$ cat config.mk
export PLATFORM = sky130hd
export DESIGN_NAME = png_critical_chunk_filter_top
export DESIGN_NICKNAME = d
export VERILOG_FILES = /design/src/hdl/pngccf_pkg.sv /design/src/hdl/pngccf_parser.sv /design/src/hdl/pngccf_serializer.sv /design/src/hdl/png_critical_chunk_filter_top.sv
export SDC_FILE = /design/constraint.sdc
export NUM_CORES = 1
export LEC_CHECK = 0
export BUFFER_PORTS_ARGS = -buffer_cell sky130_fd_sc_hd__buf_4
export CORE_MARGIN = 2
export CORE_UTILIZATION = 58
export DETAILED_ROUTE_END_ITERATION = 7
export MAX_ROUTING_LAYER = met4
export PLACE_DENSITY = 0.71
export SETUP_SLACK_MARGIN = 0.4
export SYNTH_ARGS = -nofsm -noshare
export SYNTH_HDL_FRONTEND = slang
export SYNTH_SLANG_ARGS = --single-unit
$ cat constraint.sdc
create_clock -name clk -period 15.5 [get_ports clk]
set_input_delay 1.55 -clock clk [delete_from_list [all_inputs] [get_ports clk]]
set_output_delay 1.55 -clock clk [all_outputs]
set_load 0.05 [all_outputs]
$ cat src/hdl/pngccf_pkg.sv
// Shared types, constants and CRC function for the PNG critical chunk filter.
package pngccf_pkg;

	// Most result items one input beat can produce
	localparam int unsigned SlotCount = 8;
	localparam int unsigned SlotIdxW  = $clog2(SlotCount);
	localparam int unsigned SlotCntW  = $clog2(SlotCount + 2);

	localparam logic [31:0] CrcPoly   = 32'hEDB8_8320;
	localparam logic [31:0] CrcPreset = 32'hFFFF_FFFF;

	localparam logic [31:0] TypeIhdr = 32'h4948_4452;
	localparam logic [31:0] TypePlte = 32'h504C_5445;
	localparam logic [31:0] TypeIdat = 32'h4944_4154;
	localparam logic [31:0] TypeIend = 32'h4945_4E44;

	localparam logic [31:0] SigBytes = 32'd8;
	localparam logic [31:0] FldBytes = 32'd4;

	typedef enum logic [4:0] {
		PH_SIG  = 5'b00001,
		PH_LEN  = 5'b00010,
		PH_TYPE = 5'b00100,
		PH_DATA = 5'b01000,
		PH_CRC  = 5'b10000
	} phase_t;

	typedef struct packed {
		logic [7:0] in_byte;
		logic       file_start;
	} feed_t;

	typedef struct packed {
		logic [7:0] out_byte;
		logic       byte_valid;
		logic       chunk_done;
		logic       crc_error;
		logic       chunk_kept;
		logic       last;
	} result_t;

	// Results caused by one input beat: bytes in slot order, then an optional done
	typedef struct packed {
		logic [SlotCount-1:0][7:0] bytes;
		logic [SlotCntW-1:0]       nbyte;
		logic                      done;
		logic                      err;
		logic                      kept;
	} burst_t;

	// Reflected CRC-32 update over one byte
	function automatic logic [31:0] crc_byte(input logic [31:0] crc, input logic [7:0] b);
		logic [31:0] c;
		c = crc ^ {24'd0, b};
		for (int k = 0; k < 8; k++) begin
			c = c[0] ? ((c >> 1) ^ CrcPoly) : (c >> 1);
		end
		return c;
	endfunction

	function automatic logic is_critical(input logic [31:0] t);
		return (t == TypeIhdr) || (t == TypePlte) || (t == TypeIdat) || (t == TypeIend);
	endfunction

endpackage

$ cat src/hdl/pngccf_parser.sv
// Chunk parser: stream state, CRC update and result burst for each input beat.
module pngccf_parser
	import pngccf_pkg::*;
(
	input  logic   clk,
	input  logic   arst_n,
	input  logic   take,
	input  feed_t  feed,
	output burst_t burst
);

	phase_t      phase_q, ph, n_ph;
	logic [31:0] cnt_q, cnt, n_cnt, cnt_inc;
	logic [31:0] len_q, len, n_len;
	logic [31:0] type_q, typ, n_typ;
	logic [31:0] crc_q, crc, n_crc;
	logic [31:0] scrc_q, scrc, n_scrc;
	logic        keep_q, keep, n_keep;
	logic        crc_bad;
	logic [7:0]  b;

	assign b = feed.in_byte;

	// Work out next state and the results of this beat
	always_comb begin
		ph   = phase_q;
		cnt  = cnt_q;
		len  = len_q;
		typ  = type_q;
		crc  = crc_q;
		scrc = scrc_q;
		keep = keep_q;
		if (feed.file_start) begin
			ph   = PH_SIG;
			cnt  = '0;
			len  = '0;
			typ  = '0;
			crc  = CrcPreset;
			scrc = '0;
			keep = 1'b0;
		end
		// Recover from a corrupt phase code as the start of a length field
		if (!(ph inside {PH_SIG, PH_LEN, PH_TYPE, PH_DATA, PH_CRC})) begin
			ph  = PH_LEN;
			cnt = '0;
		end
		cnt_inc = cnt + 32'd1;
		n_ph    = ph;
		n_cnt   = cnt;
		n_len   = len;
		n_typ   = typ;
		n_crc   = crc;
		n_scrc  = scrc;
		n_keep  = keep;
		crc_bad = 1'b0;
		burst   = '0;
		case (ph)
			PH_SIG: begin
				burst.bytes[0] = b;
				burst.nbyte    = SlotCntW'(1);
				n_cnt          = cnt_inc;
				if (cnt_inc >= SigBytes) begin
					n_ph  = PH_LEN;
					n_cnt = '0;
				end
			end
			PH_LEN: begin
				n_len = {((cnt == '0) ? 24'd0 : len[23:0]), b};
				n_cnt = cnt_inc;
				if (cnt_inc >= FldBytes) begin
					n_ph   = PH_TYPE;
					n_cnt  = '0;
					n_typ  = '0;
					n_scrc = '0;
					n_crc  = CrcPreset;
				end
			end
			PH_TYPE: begin
				n_typ = {typ[23:0], b};
				n_crc = crc_byte(crc, b);
				n_cnt = cnt_inc;
				if (cnt_inc >= FldBytes) begin
					n_keep = is_critical(n_typ);
					if (n_keep) begin
						burst.bytes[0] = len[31:24];
						burst.bytes[1] = len[23:16];
						burst.bytes[2] = len[15:8];
						burst.bytes[3] = len[7:0];
						burst.bytes[4] = n_typ[31:24];
						burst.bytes[5] = n_typ[23:16];
						burst.bytes[6] = n_typ[15:8];
						burst.bytes[7] = n_typ[7:0];
						burst.nbyte    = SlotCntW'(8);
					end
					n_cnt = '0;
					n_ph  = (len == '0) ? PH_CRC : PH_DATA;
				end
			end
			PH_DATA: begin
				n_crc = crc_byte(crc, b);
				if (keep) begin
					burst.bytes[0] = b;
					burst.nbyte    = SlotCntW'(1);
				end
				n_cnt = cnt_inc;
				if (cnt_inc == len) begin
					n_cnt = '0;
					n_ph  = PH_CRC;
				end
			end
			PH_CRC: begin
				n_scrc = {scrc[23:0], b};
				n_cnt  = cnt_inc;
				if (cnt_inc >= FldBytes) begin
					crc_bad = (~crc) != n_scrc;
					if (keep && !crc_bad) begin
						burst.bytes[0] = n_scrc[31:24];
						burst.bytes[1] = n_scrc[23:16];
						burst.bytes[2] = n_scrc[15:8];
						burst.bytes[3] = n_scrc[7:0];
						burst.nbyte    = SlotCntW'(4);
					end
					burst.done = 1'b1;
					burst.err  = crc_bad;
					burst.kept = keep;
					n_ph       = PH_LEN;
					n_cnt      = '0;
				end
			end
			default: begin
				n_ph = PH_LEN;
			end
		endcase
	end

	// Advance parser state on each accepted beat
	always_ff @(posedge clk or negedge arst_n) begin
		if (!arst_n) begin
			phase_q <= PH_SIG;
			cnt_q   <= '0;
			len_q   <= '0;
			type_q  <= '0;
			crc_q   <= CrcPreset;
			scrc_q  <= '0;
			keep_q  <= 1'b0;
		end else if (take) begin
			phase_q <= n_ph;
			cnt_q   <= n_cnt;
			len_q   <= n_len;
			type_q  <= n_typ;
			crc_q   <= n_crc;
			scrc_q  <= n_scrc;
			keep_q  <= n_keep;
		end
	end

endmodule

$ cat src/hdl/pngccf_serializer.sv
// Result register: holds a beat's burst, hands out one result per unstalled cycle.
module pngccf_serializer
	import pngccf_pkg::*;
(
	input  logic    clk,
	input  logic    arst_n,
	input  logic    load,
	input  burst_t  burst,
	output logic    can_load,
	output logic    result_valid,
	input  logic    result_stall,
	output result_t result
);

	logic [SlotCount-1:0][7:0] bytes_q;
	logic [SlotCntW-1:0]       nbyte_q;
	logic                      err_q;
	logic                      kept_q;
	logic [SlotCntW-1:0]       pos_q;
	logic [SlotCntW-1:0]       rem_q;
	logic                      is_byte;
	logic                      take;

	assign result_valid = rem_q != '0;
	assign take         = result_valid && !result_stall;
	assign can_load     = (rem_q == '0) || ((rem_q == SlotCntW'(1)) && !result_stall);
	assign is_byte      = pos_q < nbyte_q;

	// Present the current result of the held burst
	always_comb begin
		result.out_byte   = is_byte ? bytes_q[pos_q[SlotIdxW-1:0]] : 8'd0;
		result.byte_valid = is_byte;
		result.chunk_done = !is_byte;
		result.crc_error  = !is_byte && err_q;
		result.chunk_kept = !is_byte && kept_q;
		result.last       = rem_q == SlotCntW'(1);
	end

	// Payload of the held burst
	always_ff @(posedge clk) begin
		if (load) begin
			bytes_q <= burst.bytes;
			nbyte_q <= burst.nbyte;
			err_q   <= burst.err;
			kept_q  <= burst.kept;
		end
	end

	// Load a new burst or step to the next result
	always_ff @(posedge clk or negedge arst_n) begin
		if (!arst_n) begin
			pos_q <= '0;
			rem_q <= '0;
		end else if (load) begin
			pos_q <= '0;
			rem_q <= burst.nbyte + SlotCntW'(burst.done);
		end else if (take) begin
			pos_q <= pos_q + SlotCntW'(1);
			rem_q <= rem_q - SlotCntW'(1);
		end
	end

endmodule

$ cat src/hdl/png_critical_chunk_filter_top.sv
// PNG critical chunk filter top level: parser plus result register.
//
// The feed channel takes one file byte per beat, with file_start marking the
// first signature byte of a new file. The result channel returns the filtered
// stream: signature bytes, the header, data and matching CRC of IHDR, PLTE,
// IDAT and IEND chunks, and one done beat per chunk with its CRC status. A
// feed beat is parsed and its CRC-32 update done in the cycle it is taken; its
// first result appears in the cycle after. Each beat makes zero to eight
// results and, while the receiver does not stall, the register hands them out
// one per cycle and the feed takes one byte per cycle while each byte gives at
// most one result; a beat that gives more holds the feed back until its last
// result leaves (eight after a kept chunk type, five after a kept chunk with a
// good CRC). A new beat is taken in the same cycle as the last result of the
// previous one leaves. Reset returns the parser to the signature phase and
// empties the result register. While the receiver stalls, the current result
// holds and the feed stalls once the register cannot take another burst.
module png_critical_chunk_filter_top
	import pngccf_pkg::*;
(
	input  logic    clk,
	input  logic    arst_n,
	input  logic    feed_valid,
	output logic    feed_stall,
	input  feed_t   feed,
	output logic    result_valid,
	input  logic    result_stall,
	output result_t result
);

	burst_t burst;
	logic   can_load;
	logic   take;

	assign feed_stall = !can_load;
	assign take       = feed_valid && can_load;

	pngccf_parser u_parser (
		.clk    (clk),
		.arst_n (arst_n),
		.take   (take),
		.feed   (feed),
		.burst  (burst)
	);

	pngccf_serializer u_ser (
		.clk          (clk),
		.arst_n       (arst_n),
		.load         (take),
		.burst        (burst),
		.can_load     (can_load),
		.result_valid (result_valid),
		.result_stall (result_stall),
		.result       (result)
	);

`ifndef SYNTHESIS
	// The feed is held back only while results are still pending
	a_stall_needs_pending: assert property (@(posedge clk) disable iff (!arst_n)
		feed_stall |-> result_valid)
		else $error("feed stalled with no pending result");

	// A done beat closes the burst of its input byte
	a_done_is_last: assert property (@(posedge clk) disable iff (!arst_n)
		result_valid && result.chunk_done |-> result.last)
		else $error("done result not last of its burst");

	// Every result is either a data byte or a done beat
	a_byte_or_done: assert property (@(posedge clk) disable iff (!arst_n)
		result_valid |-> result.byte_valid != result.chunk_done)
		else $error("result is neither byte nor done");
`endif

endmodule

* Word-level counts from Yosys, hierarchy flattened
Index checks and enable logic that the tools add are counted.
W data, S select, Z words.
** Word-level totals
- Flip-flop bits (word level) :: 244
- Latch bits :: 0
- RAM bits :: 0
- ROM bits :: 0
- Bits of input ports :: 13
- Output and inout port bits :: 15
- Word-level logic and storage cells :: 132
- Memories :: 0
** Operators by class
- Add/subtract/negate cells :: 4
- Multiply operators :: 0
- Divide/modulo/power cells :: 0
- Order comparisons :: 4
- Eq/ne operators :: 17
- Shifts and indexed selects :: 0
- Muxes and demuxes :: 53
- Bitwise logic cells :: 10
- Reduce and logical (&&, ||, !) cells :: 24
** Operator list (count)
- $mux W32 :: 21
- $pmux W32 S2 :: 3
- $eq A32 B31 Y1 const B :: 4
- $not A13 Y14 :: 8
- $mux W36 :: 3
- $pmux W32 S3 :: 1
- $logic_not A32 Y1 :: 2
- $pmux W12 S4 :: 1
- $pmux W24 S2 :: 1
- $mux W5 :: 8
- $mux W39 :: 1
- $add A32 B1 Y32 const B :: 1
- $eq A32 B32 Y1 :: 1
- $ge A32 B3 Y1 const B :: 1
- $ge A32 B4 Y1 const B :: 1
- $ne A32 B32 Y1 :: 1
- $not A32 Y32 :: 1
- $xor A32 B8 Y32 :: 1
- $pmux W5 S5 :: 1
- $bmux W8 S3 :: 1
- $mux W24 :: 1
- $mux W4 :: 4
- $mux W8 :: 2
- $mux W12 :: 1
- 24 further kinds :: 42

* Longest topological paths before layout
Gate-level depths: netlist of run 1.
- Depth after elaboration :: 19
- Depth in mapped cells :: 23
- Mapped depth without buffers :: 19

* Modules after synthesis
From an unflattened synthesis of run 1, not the netlist that was laid out.
** Second synthesis, totals
- Cells, all modules :: 1459
- Area total of the unflattened synthesis :: 14301.2 um2
** Modules (own cells, without submodules)
- pngccf_parser :: times used 1, cells each 1252, area each 11003.1 um2, sequential area each 3794.9 um2
- pngccf_serializer :: times used 1, cells each 205, area each 3288.2 um2, sequential area each 2302.2 um2
- png_critical_chunk_filter_top :: times used 1, cells each 2, area each 10.0 um2, sequential area each 0.0 um2

* Worst setup path after synthesis of run 1
Ideal clock, no wire load.
- Path type :: input-to-reg
- From :: input feed[0] (netlist name)
- To :: register u_parser.cnt_q[15]
- Setup time :: 119 ps
- Data arrival time :: 6232 ps
- Data required time :: 15381 ps
- Setup slack :: 9149 ps
- Cell stages on the path :: 19
- Path buffers :: 6
- Cell sequence :: clkbuf_1 clkbuf_1 a21oi_1 clkbuf_1 and2_1 ha_1 clkbuf_1 nand4b_1 or4_4 or4_4 xor2_1 a221o_1 o41ai_2 nand4_1 or4b_1 buf_2 a211oi_4 buf_6 nor2_2
** Between the ends
- Word-level cells in the longest chain between the ends :: 8
- Elaborated cells on any way between the ends :: 25
- Classes of those cells :: 1 x add/sub; 2 x order compare; 11 x eq/ne; 9 x mux; 2 x reduce/logical
** Ends and longest elaborated chain
- from (decl) :: RTL line png_critical_chunk_filter_top.sv:24 : input feed_t feed,
- $mux W5 :: RTL line pngccf_parser.sv:33 : if (feed.file_start) begin
- $eq A5 B1 Y1, or another cell as far along :: RTL line pngccf_parser.sv:43 : if (!(ph inside {PH_SIG, PH_LEN, PH_TYPE, PH_DATA, PH_CRC})) begin
- $reduce_bool A5 Y1 :: RTL line pngccf_parser.sv:43
- $mux W32 :: RTL line pngccf_parser.sv:43
- $add A32 B1 Y32 :: RTL line pngccf_parser.sv:47 : cnt_inc = cnt + 32'd1;
- $ge A32 B3 Y1, or another cell as far along :: RTL line pngccf_parser.sv:70, pngccf_parser.sv:82, pngccf_parser.sv:114
- $mux W32, on equally long branches
- $pmux W32 S3 * :: RTL line pngccf_parser.sv:57 : case (ph)
- to (signal assigned) :: RTL line pngccf_parser.sv:148 : cnt_q <= n_cnt;
- to (decl) :: RTL line pngccf_parser.sv:13 : logic [31:0] cnt_q, cnt, n_cnt, cnt_inc;
Every way passes the cells marked *; elsewhere a longest branch is shown, timed or not.
A chain may end at the register's enable or synchronous reset.

* Worst setup path in the final report of run 1
- From :: register u_parser.phase_q[0]
- To :: register u_parser.type_q[17]
** Between the ends
- Word-level cells in the longest chain between the ends :: 8
- Elaborated cells on any way between the ends :: 15
- Classes of those cells :: 1 x add/sub; 1 x order compare; 7 x eq/ne; 5 x mux; 1 x reduce/logical
** Ends and longest elaborated chain
- from (decl) :: RTL line pngccf_parser.sv:12 : phase_t phase_q, ph, n_ph;
- from (signal assigned) :: RTL line pngccf_parser.sv:147 : phase_q <= n_ph;
- $mux W5 * :: RTL line pngccf_parser.sv:33
- $eq A5 B1 Y1, or another cell as far along :: RTL line pngccf_parser.sv:43
- $reduce_bool A5 Y1 :: RTL line pngccf_parser.sv:43
- $mux W32 :: RTL line pngccf_parser.sv:43
- $add A32 B1 Y32 :: RTL line pngccf_parser.sv:47
- $ge A32 B3 Y1 :: RTL line pngccf_parser.sv:70 : if (cnt_inc >= FldBytes) begin
- $mux W32 :: RTL line pngccf_parser.sv:70
- $pmux W32 S2 * :: RTL line pngccf_parser.sv:57
- to (signal assigned) :: RTL line pngccf_parser.sv:150 : type_q <= n_typ;
- to (decl) :: RTL line pngccf_parser.sv:15 : logic [31:0] type_q, typ, n_typ;
Marks and branches as above.

==> results.py, run 1 <==
metrics = {
    "sta": {
        "setup-tns-final_ns": 0,
        "setup_slack_ns": 8.76,
        "setup_viol": 0,
        "drv_slew": 0,
        "rsz0062_at_grt": "no",
        "period_share_pct": 43.5,
        "skew_ns": 0.0165,
        "tightestPinTransition_ns": 1.20,
        "hold_viol": 0,
        "maxSlewHeadroom_pct": 19.4,
        "holdWs_ns": 0.504,
        "timing.final.crit_period_ns": 6.74,
        "max_freq_mhz": 148,
    },
    "grt": {
        "grt_usage_pct": 33.4,
        "grt_max_degree": 89,
        "grt_first_pass_wirelength_mm": 61.7,
        "grt_overflow_total": 0,
        "grt_pass1_vias": 10446,
        "antenna_found_initial": 0,
    },
    "worst_setup_path": {
        "cp_max_fo": 24,
        "crit_chain": "nor2b_1 > o21ai_0 > a21oi_1 > buf_4 > nand2_1 > inv_1 > ha_1 > nand4b_1 > or4_4 > nor4_1 > nand2_1 > nor2_1 > mux2i_1 > o41ai_2 > a21oi_1 > o31ai_2 > buf_4 > a22o_1",
        "worstSetupStartpointType": "flip-flop",
        "cp-end-kind": "flip-flop",
        "crit_start": "u_parser.phase_q[0]",
        "arrival_ns": 7.21,
        "cp.buffers_inverters": 3,
        "critPathMaxStageDelay_ns": 1.03,
        "crit_family": "compound AO/OA/AOI/OAI gates",
        "cp.required_ns": 15.98,
        "crit_slowest_cell": "o41ai_2",
        "crit_type": "flip-flop to flip-flop",
        "rr_startpoint": "u_parser.phase_q[0]",
    },
    "pwr": {
        "vdd_drop_max_uv": 129,
        "p_per_area_nw_per_um2": 173,
        "power.leakage_nw": 5.73,
    },
    "yosys": {
        "synth_top_cell_by_area": "dfrtp_1",
        "syn_avg_cell_area_um2": 9.68,
        "synth-seq-area-share_pct": 44.4,
        "yosys.cell_types.count": 77,
        "synth-seq-cells": 227,
        "synth_cells": 1410,
        "ys_warn_count": 0,
        "synthArstFlopShare_pct": 69.6,
        "synth.top_cell.area_share_pct": 22.9,
        "syn-cell-area_um2": 13700,
        "synthFlopType": "dfrtp_1",
        "synth_edf_count": 69,
        "synth_area_leaders": "dfrtp_1, edfxtp_1, dfstp_2",
    },
    "die": {
        "die_area_um2": 24800,
        "die_h_um": 157,
        "row_count": 56,
        "die-width_um": 157,
        "initial_core_util_pct": 58.7,
        "pin_count": 28,
        "design.core.area_um2": 23300,
    },
    "detailed_routing": {
        "ant_nets": 0,
        "drt_wl_total_mm": 40.0,
        "vias": 11460,
        "wl_per_cell_um": 23.3,
        "avgViaCountPerCell": 6.67,
        "drtPass1Iterations": 8,
        "drc": 0,
        "initialDrtViolationCount": 1356,
    },
    "layout": {
        "drive_above_1_share_pct": 13.6,
        "layout_common_cells": "nor2_1, dfrtp_1, nand2_1, a22o_1, xnor2_1",
        "design_area_um2": 14900,
        "nets": 1404,
        "area_growth_pct": 9.00,
        "antennaDiodeCount": 0,
        "final_common_cell": "nor2_1",
    },
    "clock_tree": {
        "cts_buffers": 25,
        "hold_buffers": 0,
        "clkTransAtPathRegs_ns": 0.06,
        "root_buffer": "clkbuf_16",
        "insertion_delay_ns": 0.55,
        "post_cts_resized": 0,
        "cts_tree": "yes",
        "htree_levels": 1,
        "post_cts_buffers": 0,
        "clock-sinks": 227,
        "clockBufferDepth": 3,
    },
    "job": {
        "drv_cap": 0,
    },
    "place": {
        "place_area_um2": 14000,
        "gp_congestion": 0.952,
        "portBuffers": 27,
        "place.detailed.hpwl_mm": 27.0,
        "pre_cts_slack_ns": 8.46,
    },
    "min_path": {
        "hp-start": "u_parser.type_q[23]",
        "hp-class": "flip-flop to flip-flop",
    },
    "status": {
        "status": "completed",
    },
}
[cells by family (layout without fill, tap and decap cells)]
group                      count (synthesis)  in the layout  synth area share, %
and+or+nand+nor                          496            496                 18.3
AOI/OAI and AO/OA                        362            362                 19.2
DFF                                      227            227                 44.4
buffers and inverters                    139            115                 4.11
xor gates and xnor gates                 138            138                 8.85
muxes                                     35             35                 4.03
adders and majority gates                 12             12                 1.10
other                                      1             13               0.0275
[synth_stat cells (11+ instances only)]
| library cell | instances |
|---|---|
| dfstp_2 | 33 |
| dfrtp_1 | 125 |
| ha_1 | 12 |
| nor2_1 | 131 |
| nand3_1 | 24 |
| nor4_1 | 31 |
| nand4_1 | 32 |
| o21ai_0 | 62 |
| buf_2 | 11 |
| clkbuf_1 | 96 |
| inv_1 | 16 |
| a21oi_1 | 50 |
| a2111oi_0 | 11 |
| a2bb2oi_1 | 13 |
| o22ai_1 | 11 |
| nand2_1 | 114 |
| xor2_1 | 63 |
| mux4_2 | 16 |
| a22o_1 | 81 |
| nor3_1 | 42 |
| a22oi_1 | 41 |
| and2_1 | 25 |
| edfxtp_1 | 69 |
| mux2i_1 | 19 |
| xnor2_1 | 75 |
| nor2_2 | 20 |
| a31oi_1 | 16 |
[state kept, by name (all words and copies together), names as in the netlist, 5 cells and up]
signal            flops
u_parser.cnt_q       32
u_parser.crc_q       32
u_parser.len_q       32
u_parser.phase_q      5
u_parser.scrc_q      24
u_parser.type_q      24
u_ser.bytes_q        64
[final timing paths]
path | end | slack [ns] | cells past startpoint
max | u_parser.type_q[17] | 8.76 | 18
min | u_parser.type_q[23] | 0.50 | 1
max reg2reg | u_parser.type_q[17] | 8.76 | 18
min reg2reg | u_parser.type_q[23] | 0.50 | 1
max in group asynchronous | u_parser.len_q[7] | 13.01 | 2
min in group asynchronous | u_parser.len_q[18] | 1.10 | 1
[report_power, final]
part / leakage (nW) / internal (W) / total [W] / switching, W
sequential: 2.65 / 0.000768 / 0.000992 / 0.000224
combinational: 2.66 / 0.000372 / 0.000962 / 0.000590
clock: 0.422 / 0.000363 / 0.000617 / 0.000253
total: 5.73 / 0.00150 / 0.00257 / 0.00107
[metal layers]
| layer | routed length, um | GRT usage [%] | share of wire [%] |
|---|---|---|---|
| met1 | 16900 | 47.5 | 42 |
| met2 | 17600 | 47.7 | 44 |
| met3 | 4340 | 8.09 | 11 |
| met4 | 1220 | 9.44 | 3.1 |
| met5 | 0 | - | 0 |
[cell type report]
cell class                 instances  area (um^2)
clock buffer                      32          682
clock inverter                    14          170
fill                            1935         8380
inverter                          17         66.3
multi-input combinational       1056         7110
sequential                       227         6070
tap                              319          399
timing repair buffer              52          394
[per-stage QoR]
| stage | util, % | power [W] | std cells |
|---|---|---|---|
| after floorplan | - | 0.00164 | 1422 |
| after global placement | 60.3 | 0.00192 | 1671 |
| after detailed placement | 60.3 | 0.00194 | 1671 |
| after CTS | 64.0 | 0.00256 | 1717 |
| after global routing | 64.0 | 0.00270 | 1717 |
| final | 64.0 | 0.00257 | 1717 |
Note: power is estimated with default switching activity, not from simulation.
==> run 2, diff against run 1 <==
- ABC_AREA: not set -> 1
- PLACE_DENSITY: 0.71 -> 0.7
- clock period: 15.5 -> 6.3 ns (I/O delays scaled with it)
==> run 2 against run 1 <==
Effect of this change: the run now ends with DRC left; core utilization barely moved; design area rose by 12%; worst hold slack lost 0.32 ns; non-clock buffer count shrank 6; sequential power increased by 140%; clock power rose to 2.5 times the previous value; register-to-register slack got worse by 7.7 ns; sequential share of layout area shrank 4.5 points; synthesized cell count rose by 57%; largest power group is now combinational cells; critical path depth up 4; setup slack lost 7.7 ns.
==> results.py, run 2 <==
metrics = {
    "yosys": {
        "synth_compound_area_share_pct": 14.9,
        "synthArstFlopShare_pct": 69.6,
        "synth.top_cell.area_share_pct": 20.2,
        "synth_edf_count": 69,
        "synthMuxAreaShare_pct": 0,
        "synthFlopType": "dfrtp_1",
        "syn-cell-area_um2": 15500,
        "syn_avg_cell_area_um2": 7.01,
        "synth-seq-area-share_pct": 39.2,
        "ys_warn_count": 0,
        "yosys.cell_types.count": 55,
        "synth-seq-cells": 227,
        "synth_simple_gate_area_share_pct": 30.0,
        "synth_fa_ha_area_share_pct": 0.969,
        "synth_common_cells": "nand2_1, nor2_1, inv_1",
        "synth_top_cell_by_area": "dfrtp_1",
        "yosysMostFrequentCell": "nand2_1",
        "synth_top_family_by_area": "simple AND/OR/NAND/NOR gates",
        "synth_cells": 2211,
        "synth_area_leaders": "dfrtp_1, edfxtp_1, nand2_1",
        "synth_xor_area_share_pct": 4.68,
    },
    "detailed_routing": {
        "dr_wl_met2_mm": 23.0,
        "wl_per_cell_um": 20.8,
        "drc": 2,
        "top_layer": "met4",
        "wl_met3_mm": 6.17,
        "drtPass1Iterations": 8,
        "drt_wl_total_mm": 52.8,
        "vias": 15522,
        "drt-met1-wl_mm": 21.8,
        "avgViaCountPerCell": 6.10,
        "ant_nets": 0,
        "initialDrtViolationCount": 2215,
    },
    "sta": {
        "rsz0062_at_grt": "no",
        "setup_viol": 0,
        "maxSlewHeadroom_pct": 19.6,
        "max_freq_mhz": 192,
        "setup-tns-final_ns": 0,
        "timing.final.crit_period_ns": 5.21,
        "tightestPinTransition_ns": 1.19,
        "skew_ns": 0.0157,
        "setup_slack_ns": 1.09,
        "drv_slew": 0,
        "hold_viol": 0,
        "period_share_pct": 82.7,
    },
    "worst_setup_path": {
        "cp.required_ns": 6.73,
        "crit_chain": "buf_4 > inv_2 > nand2_1 > nor2_1 > nand2_2 > nand3_2 > buf_4 > nand3_1 > nor2_1 > nand2_1 > nor2_1 > nand3b_1 > nand2_1 > inv_2 > nor2_1 > nand2_1 > nor2_1 > nand3_2 > buf_4 > nand2_2 > buf_4 > a32oi_1",
        "arrival_ns": 5.64,
        "rr_startpoint": "u_parser.phase_q[0]",
        "crit_slowest_cell": "nand2_2",
        "cp_max_fo": 58,
        "crit_path_frequent_cell": "nor2_1",
        "crit_type": "primary input to flip-flop",
        "cp-end-kind": "flip-flop",
        "worstSetupStartpointType": "primary input",
        "crit_start": "feed[0]",
        "critPathMaxStageDelay_ns": 0.49,
    },
    "job": {
        "drv_cap": 0,
    },
    "pwr": {
        "p_per_area_nw_per_um2": 447,
        "vdd_drop_max_uv": 432,
        "power.leakage_nw": 7.89,
        "totalPowerFinal_w": 0.00747,
    },
    "layout": {
        "register_area_um2": 6070,
        "largest_reg_flops": 64,
        "layout_common_cells": "nand2_1, nor2_1, inv_1, nand3_1, a21oi_1",
        "antennaDiodeCount": 0,
        "design_area_um2": 16700,
        "finalNonFillerCells": 2546,
        "nets": 2216,
        "drive_above_1_share_pct": 7.51,
        "final_common_cell": "nand2_1",
        "area_growth_pct": 7.86,
        "multi_input_area_um2": 7900,
        "largest_register": "u_ser.bytes_q",
        "fill_cells": 2389,
    },
    "clock_tree": {
        "post_cts_buffers": 0,
        "clkTransAtPathRegs_ns": 0.06,
        "clockBufferDepth": 3,
        "post_cts_resized": 0,
        "htree_levels": 1,
        "cts_buffers": 27,
        "clock-sinks": 227,
        "hold_buffers": 0,
        "root_buffer": "clkbuf_16",
        "insertion_delay_ns": 0.54,
        "cts_tree": "yes",
    },
    "place": {
        "gp_congestion": 1.02,
        "place.detailed.hpwl_mm": 38.0,
        "place_area_um2": 15800,
        "dp_cells": 2497,
        "pre_cts_slack_ns": 0.814,
        "portBuffers": 27,
    },
    "die": {
        "die_area_um2": 28000,
        "pin_count": 28,
        "row_count": 59,
        "design.core.area_um2": 26100,
        "initial_core_util_pct": 59.3,
        "die-width_um": 167,
        "die_h_um": 167,
    },
    "min_path": {
        "hp-class": "primary input to async pin",
    },
    "grt": {
        "grt_pass1_vias": 14402,
        "grt_max_degree": 174,
        "grt_first_pass_wirelength_mm": 82.7,
        "antenna_found_initial": 0,
        "grt_usage_pct": 38.8,
        "grt_overflow_total": 0,
    },
    "status": {
        "status": "finished, violations left",
        "violations": "DRC",
    },
}
## run 2: worst max-delay path: cells and delay by family
family	cells	cell delay, ns
AOI/OAI and AO/OA	1	0.13
and+or+nand+nor	15	3.25
buffers and inverters	6	1.58
## run 2: cell type report
class | instances | share of cell area, %
repair buffers | 46 | 2.16
clock inverters | 12 | 0.554
multi-input cells | 1600 | 47.2
flip-flops and latches | 227 | 36.3
well taps | 335 | 2.51
clock buffers | 37 | 4.69
inverters | 289 | 6.54
## run 2: final timing paths
path                                 endpoint  cells after the start  slack (ns)
setup / recovery           u_parser.crc_q[22]                     22        1.09
hold / removal             u_parser.cnt_q[24]                      1        0.18
setup reg to reg           u_parser.crc_q[22]                     22        1.09
hold reg to reg            u_parser.cnt_q[28]                      2        0.48
max in group asynchronous  u_parser.len_q[29]                      2        4.64
min in group clk           u_parser.type_q[4]                      3        0.43
## run 2: cells by family (layout without fill, tap and decap cells)
group                    after synthesis  count (layout)
buffers and inverters                396             384
AND/OR/NAND/NOR                     1105            1105
adder cells (fa/ha/maj)               12              12
AO/OA/AOI/OAI                        393             393
XOR/XNOR                              77              77
other                                  1              13
flip-flops                           227             227
## run 2: through the flow
stage / hold slack, ns / utilization [%]
floorplan: 0.334 / -
global placement: 0.463 / 60.6
detailed placement: 0.467 / 60.6
CTS: 0.254 / 64.0
global route: 0.258 / 64.0
finish: 0.185 / 64.0
## run 2: layer usage
layer,vias up,track usage (%)
li1,7221,-
met1,7255,55.2
met2,906,56.4
met3,140,7.35
met5,-,-
met4,0,11.8
## run 2: where the power goes
part	internal, W	leakage [nW]	switching [W]
clock network	0.000907	0.436	0.000643
logic	0.00106	4.92	0.00247
registers	0.00209	2.53	0.000292
total	0.00406	7.89	0.00341
==> run 3, diff against run 2 <==
- PLACE_DENSITY: 0.7 -> 0.73
- clock period: 6.3 -> 4.64 ns (I/O delays scaled with it)
==> run 3 against run 2 <==
Effect of this change: the flow finishes with violations (DRC, hold timing); final cell count rose by 2.7%; critical path type is now flip-flop to flip-flop; first-iteration DRC count rose by 3.5%; clock-buffer cell count is 7 lower; largest cell class unchanged; critical endpoint is now u_ser.bytes_q[7]; clock skew about the same; sequential share of layout area down 1.4 points.
==> results.py, run 3 (synthesized netlist as in run 2, its figures left out) <==
metrics = {
    "sta": {
        "maxSlewHeadroom_pct": 30.6,
        "rsz0062_at_grt": "no",
        "tightestPinTransition_ns": 1.03,
        "setup_viol": 0,
        "timing.final.crit_period_ns": 4.00,
        "skew_ns": 0.0158,
        "hold_viol": 9,
        "max_freq_mhz": 250,
        "setup-tns-final_ns": 0,
        "period_share_pct": 86.1,
        "drv_slew": 0,
        "holdWs_ns": -0.0313,
    },
    "die": {
        "design.core.area_um2": 26100,
        "die-width_um": 167,
        "die_area_um2": 28000,
        "row_count": 59,
        "initial_core_util_pct": 59.3,
        "pin_count": 28,
        "die_h_um": 167,
    },
    "layout": {
        "final_util_pct": 66.5,
        "finalNonFillerCells": 2614,
        "layout_common_cells": "nand2_1, nor2_1, inv_1, nand3_1, a21oi_1",
        "area_growth_pct": 12.2,
        "nets": 2284,
        "largest_reg_flops": 64,
        "largest_register": "u_ser.bytes_q",
        "drive_above_1_share_pct": 10.7,
        "antennaDiodeCount": 0,
        "fill_cells": 2340,
        "final_common_cell": "nand2_1",
    },
    "clock_tree": {
        "hold_buffers": 0,
        "cts_buffers": 26,
        "clkTransAtPathRegs_ns": 0.06,
        "htree_levels": 1,
        "clockBufferDepth": 3,
        "clock-sinks": 227,
        "insertion_delay_ns": 0.54,
        "root_buffer": "clkbuf_16",
        "cts_tree": "yes",
    },
    "status": {
        "status": "finished, violations left",
        "violations": "DRC, hold timing",
    },
    "min_path": {
        "hp-class": "primary input to async pin",
    },
    "detailed_routing": {
        "drtPass1Iterations": 8,
        "ant_nets": 0,
        "wl_per_cell_um": 20.7,
        "initialDrtViolationCount": 2292,
        "vias": 15804,
        "drc": 1,
        "avgViaCountPerCell": 6.05,
        "drt_wl_total_mm": 54.1,
    },
    "pwr": {
        "vdd_drop_max_uv": 361,
        "totalPowerFinal_w": 0.0103,
        "power.leakage_nw": 8.26,
        "p_per_area_nw_per_um2": 595,
    },
    "worst_setup_path": {
        "reg2reg_slack_ns": 0.64,
        "worstSetupStartpointType": "flip-flop",
        "cp.required_ns": 4.92,
        "arrival_ns": 4.28,
        "reg2regPathDepth": 24,
        "crit_type": "flip-flop to flip-flop",
        "rr_startpoint": "u_parser.phase_q[0]",
        "cp-end-kind": "flip-flop",
        "cp_max_fo": 58,
        "r2r-end": "u_ser.bytes_q[7]",
    },
    "grt": {
        "antenna_found_initial": 0,
        "grt_usage_pct": 39.3,
        "grt_overflow_total": 0,
        "grt_pass1_vias": 14576,
        "grt_first_pass_wirelength_mm": 83.8,
        "grt_max_degree": 94,
    },
    "place": {
        "place.detailed.hpwl_mm": 39.0,
        "portBuffers": 27,
        "gp_congestion": 1.06,
        "dp_cells": 2563,
    },
    "job": {
        "drv_cap": 0,
    },
}
run 3: routing by layer:
layer	wire length [um]	track usage, %
met1	22600	56.0
met2	23600	57.3
met3	6350	8.51
met4	1530	10.1
met5	0	-
run 3: worst max-delay path, stage by stage (launching register included):
cell and delay [ns]:
dfstp_2 0.54, nor2_1 0.06, nand2_2 0.10, nand2_1 0.06, inv_1 0.05, nand2_1 0.05, nand3_2 0.12, buf_12 0.26
nand3_1 0.25, nor2_1 0.29, nand2_1 0.14, nor2_1 0.23, nand2_1 0.09, nand2_1 0.10, nand2_1 0.08, nor2_1 0.11
nand2_1 0.07, nor2_2 0.25, nand3_2 0.17, nand2_4 0.14, nor2_2 0.09, nand2_4 0.15, inv_2 0.13, nand2_1 0.10
nand3_1 0.09
run 3: cell type report:
type / instances / area (um^2) / share of cell area [%]
Multi-Input combinational cell: 1600 / 7960 / 45.8
Sequential cell: 227 / 6070 / 34.9
Inverter: 289 / 1090 / 6.28
Timing Repair Buffer: 115 / 958 / 5.51
Clock buffer: 30 / 687 / 3.95
Tap cell: 335 / 419 / 2.41
Clock inverter: 18 / 204 / 1.17
run 3: timing repair:
action	in CTS	in global routing
endpoints found under the setup margin	0	159
setup buffers	0	3
resized for setup	0	17
endpoints found under the hold margin	0	0
run 3: how the worst max path moves through the flow:
stage	slack, ns	cells past startpoint	end	start
finish	0.64	24	u_ser.bytes_q[7]	u_parser.phase_q[0]
global route	0.37	30	u_parser.cnt_q[16]	u_parser.phase_q[0]
CTS	0.49	23	u_ser.bytes_q[3]	u_parser.phase_q[0]
detailed placement	0.28	23	u_ser.bytes_q[3]	feed[0]
global placement	0.33	24	u_ser.bytes_q[4]	feed[0]
floorplan	0.67	9	u_ser.bytes_q[0]	u_ser.rem_q[1]
run 3: power by group:
part	switching (W)	internal, W
combinational	0.00337	0.00155
clock	0.000892	0.00129
sequential	0.000401	0.00284
total	0.00467	0.00567
run 3: stage by stage:
step | instance area [um^2] | setup WS [ns]
after floorplan | 15500 | 0.666
after global placement | 16400 | 0.326
after detailed placement | 16400 | 0.276
after CTS | 17300 | 0.491
after global routing | 17400 | 0.375
final | 17400 | 0.644
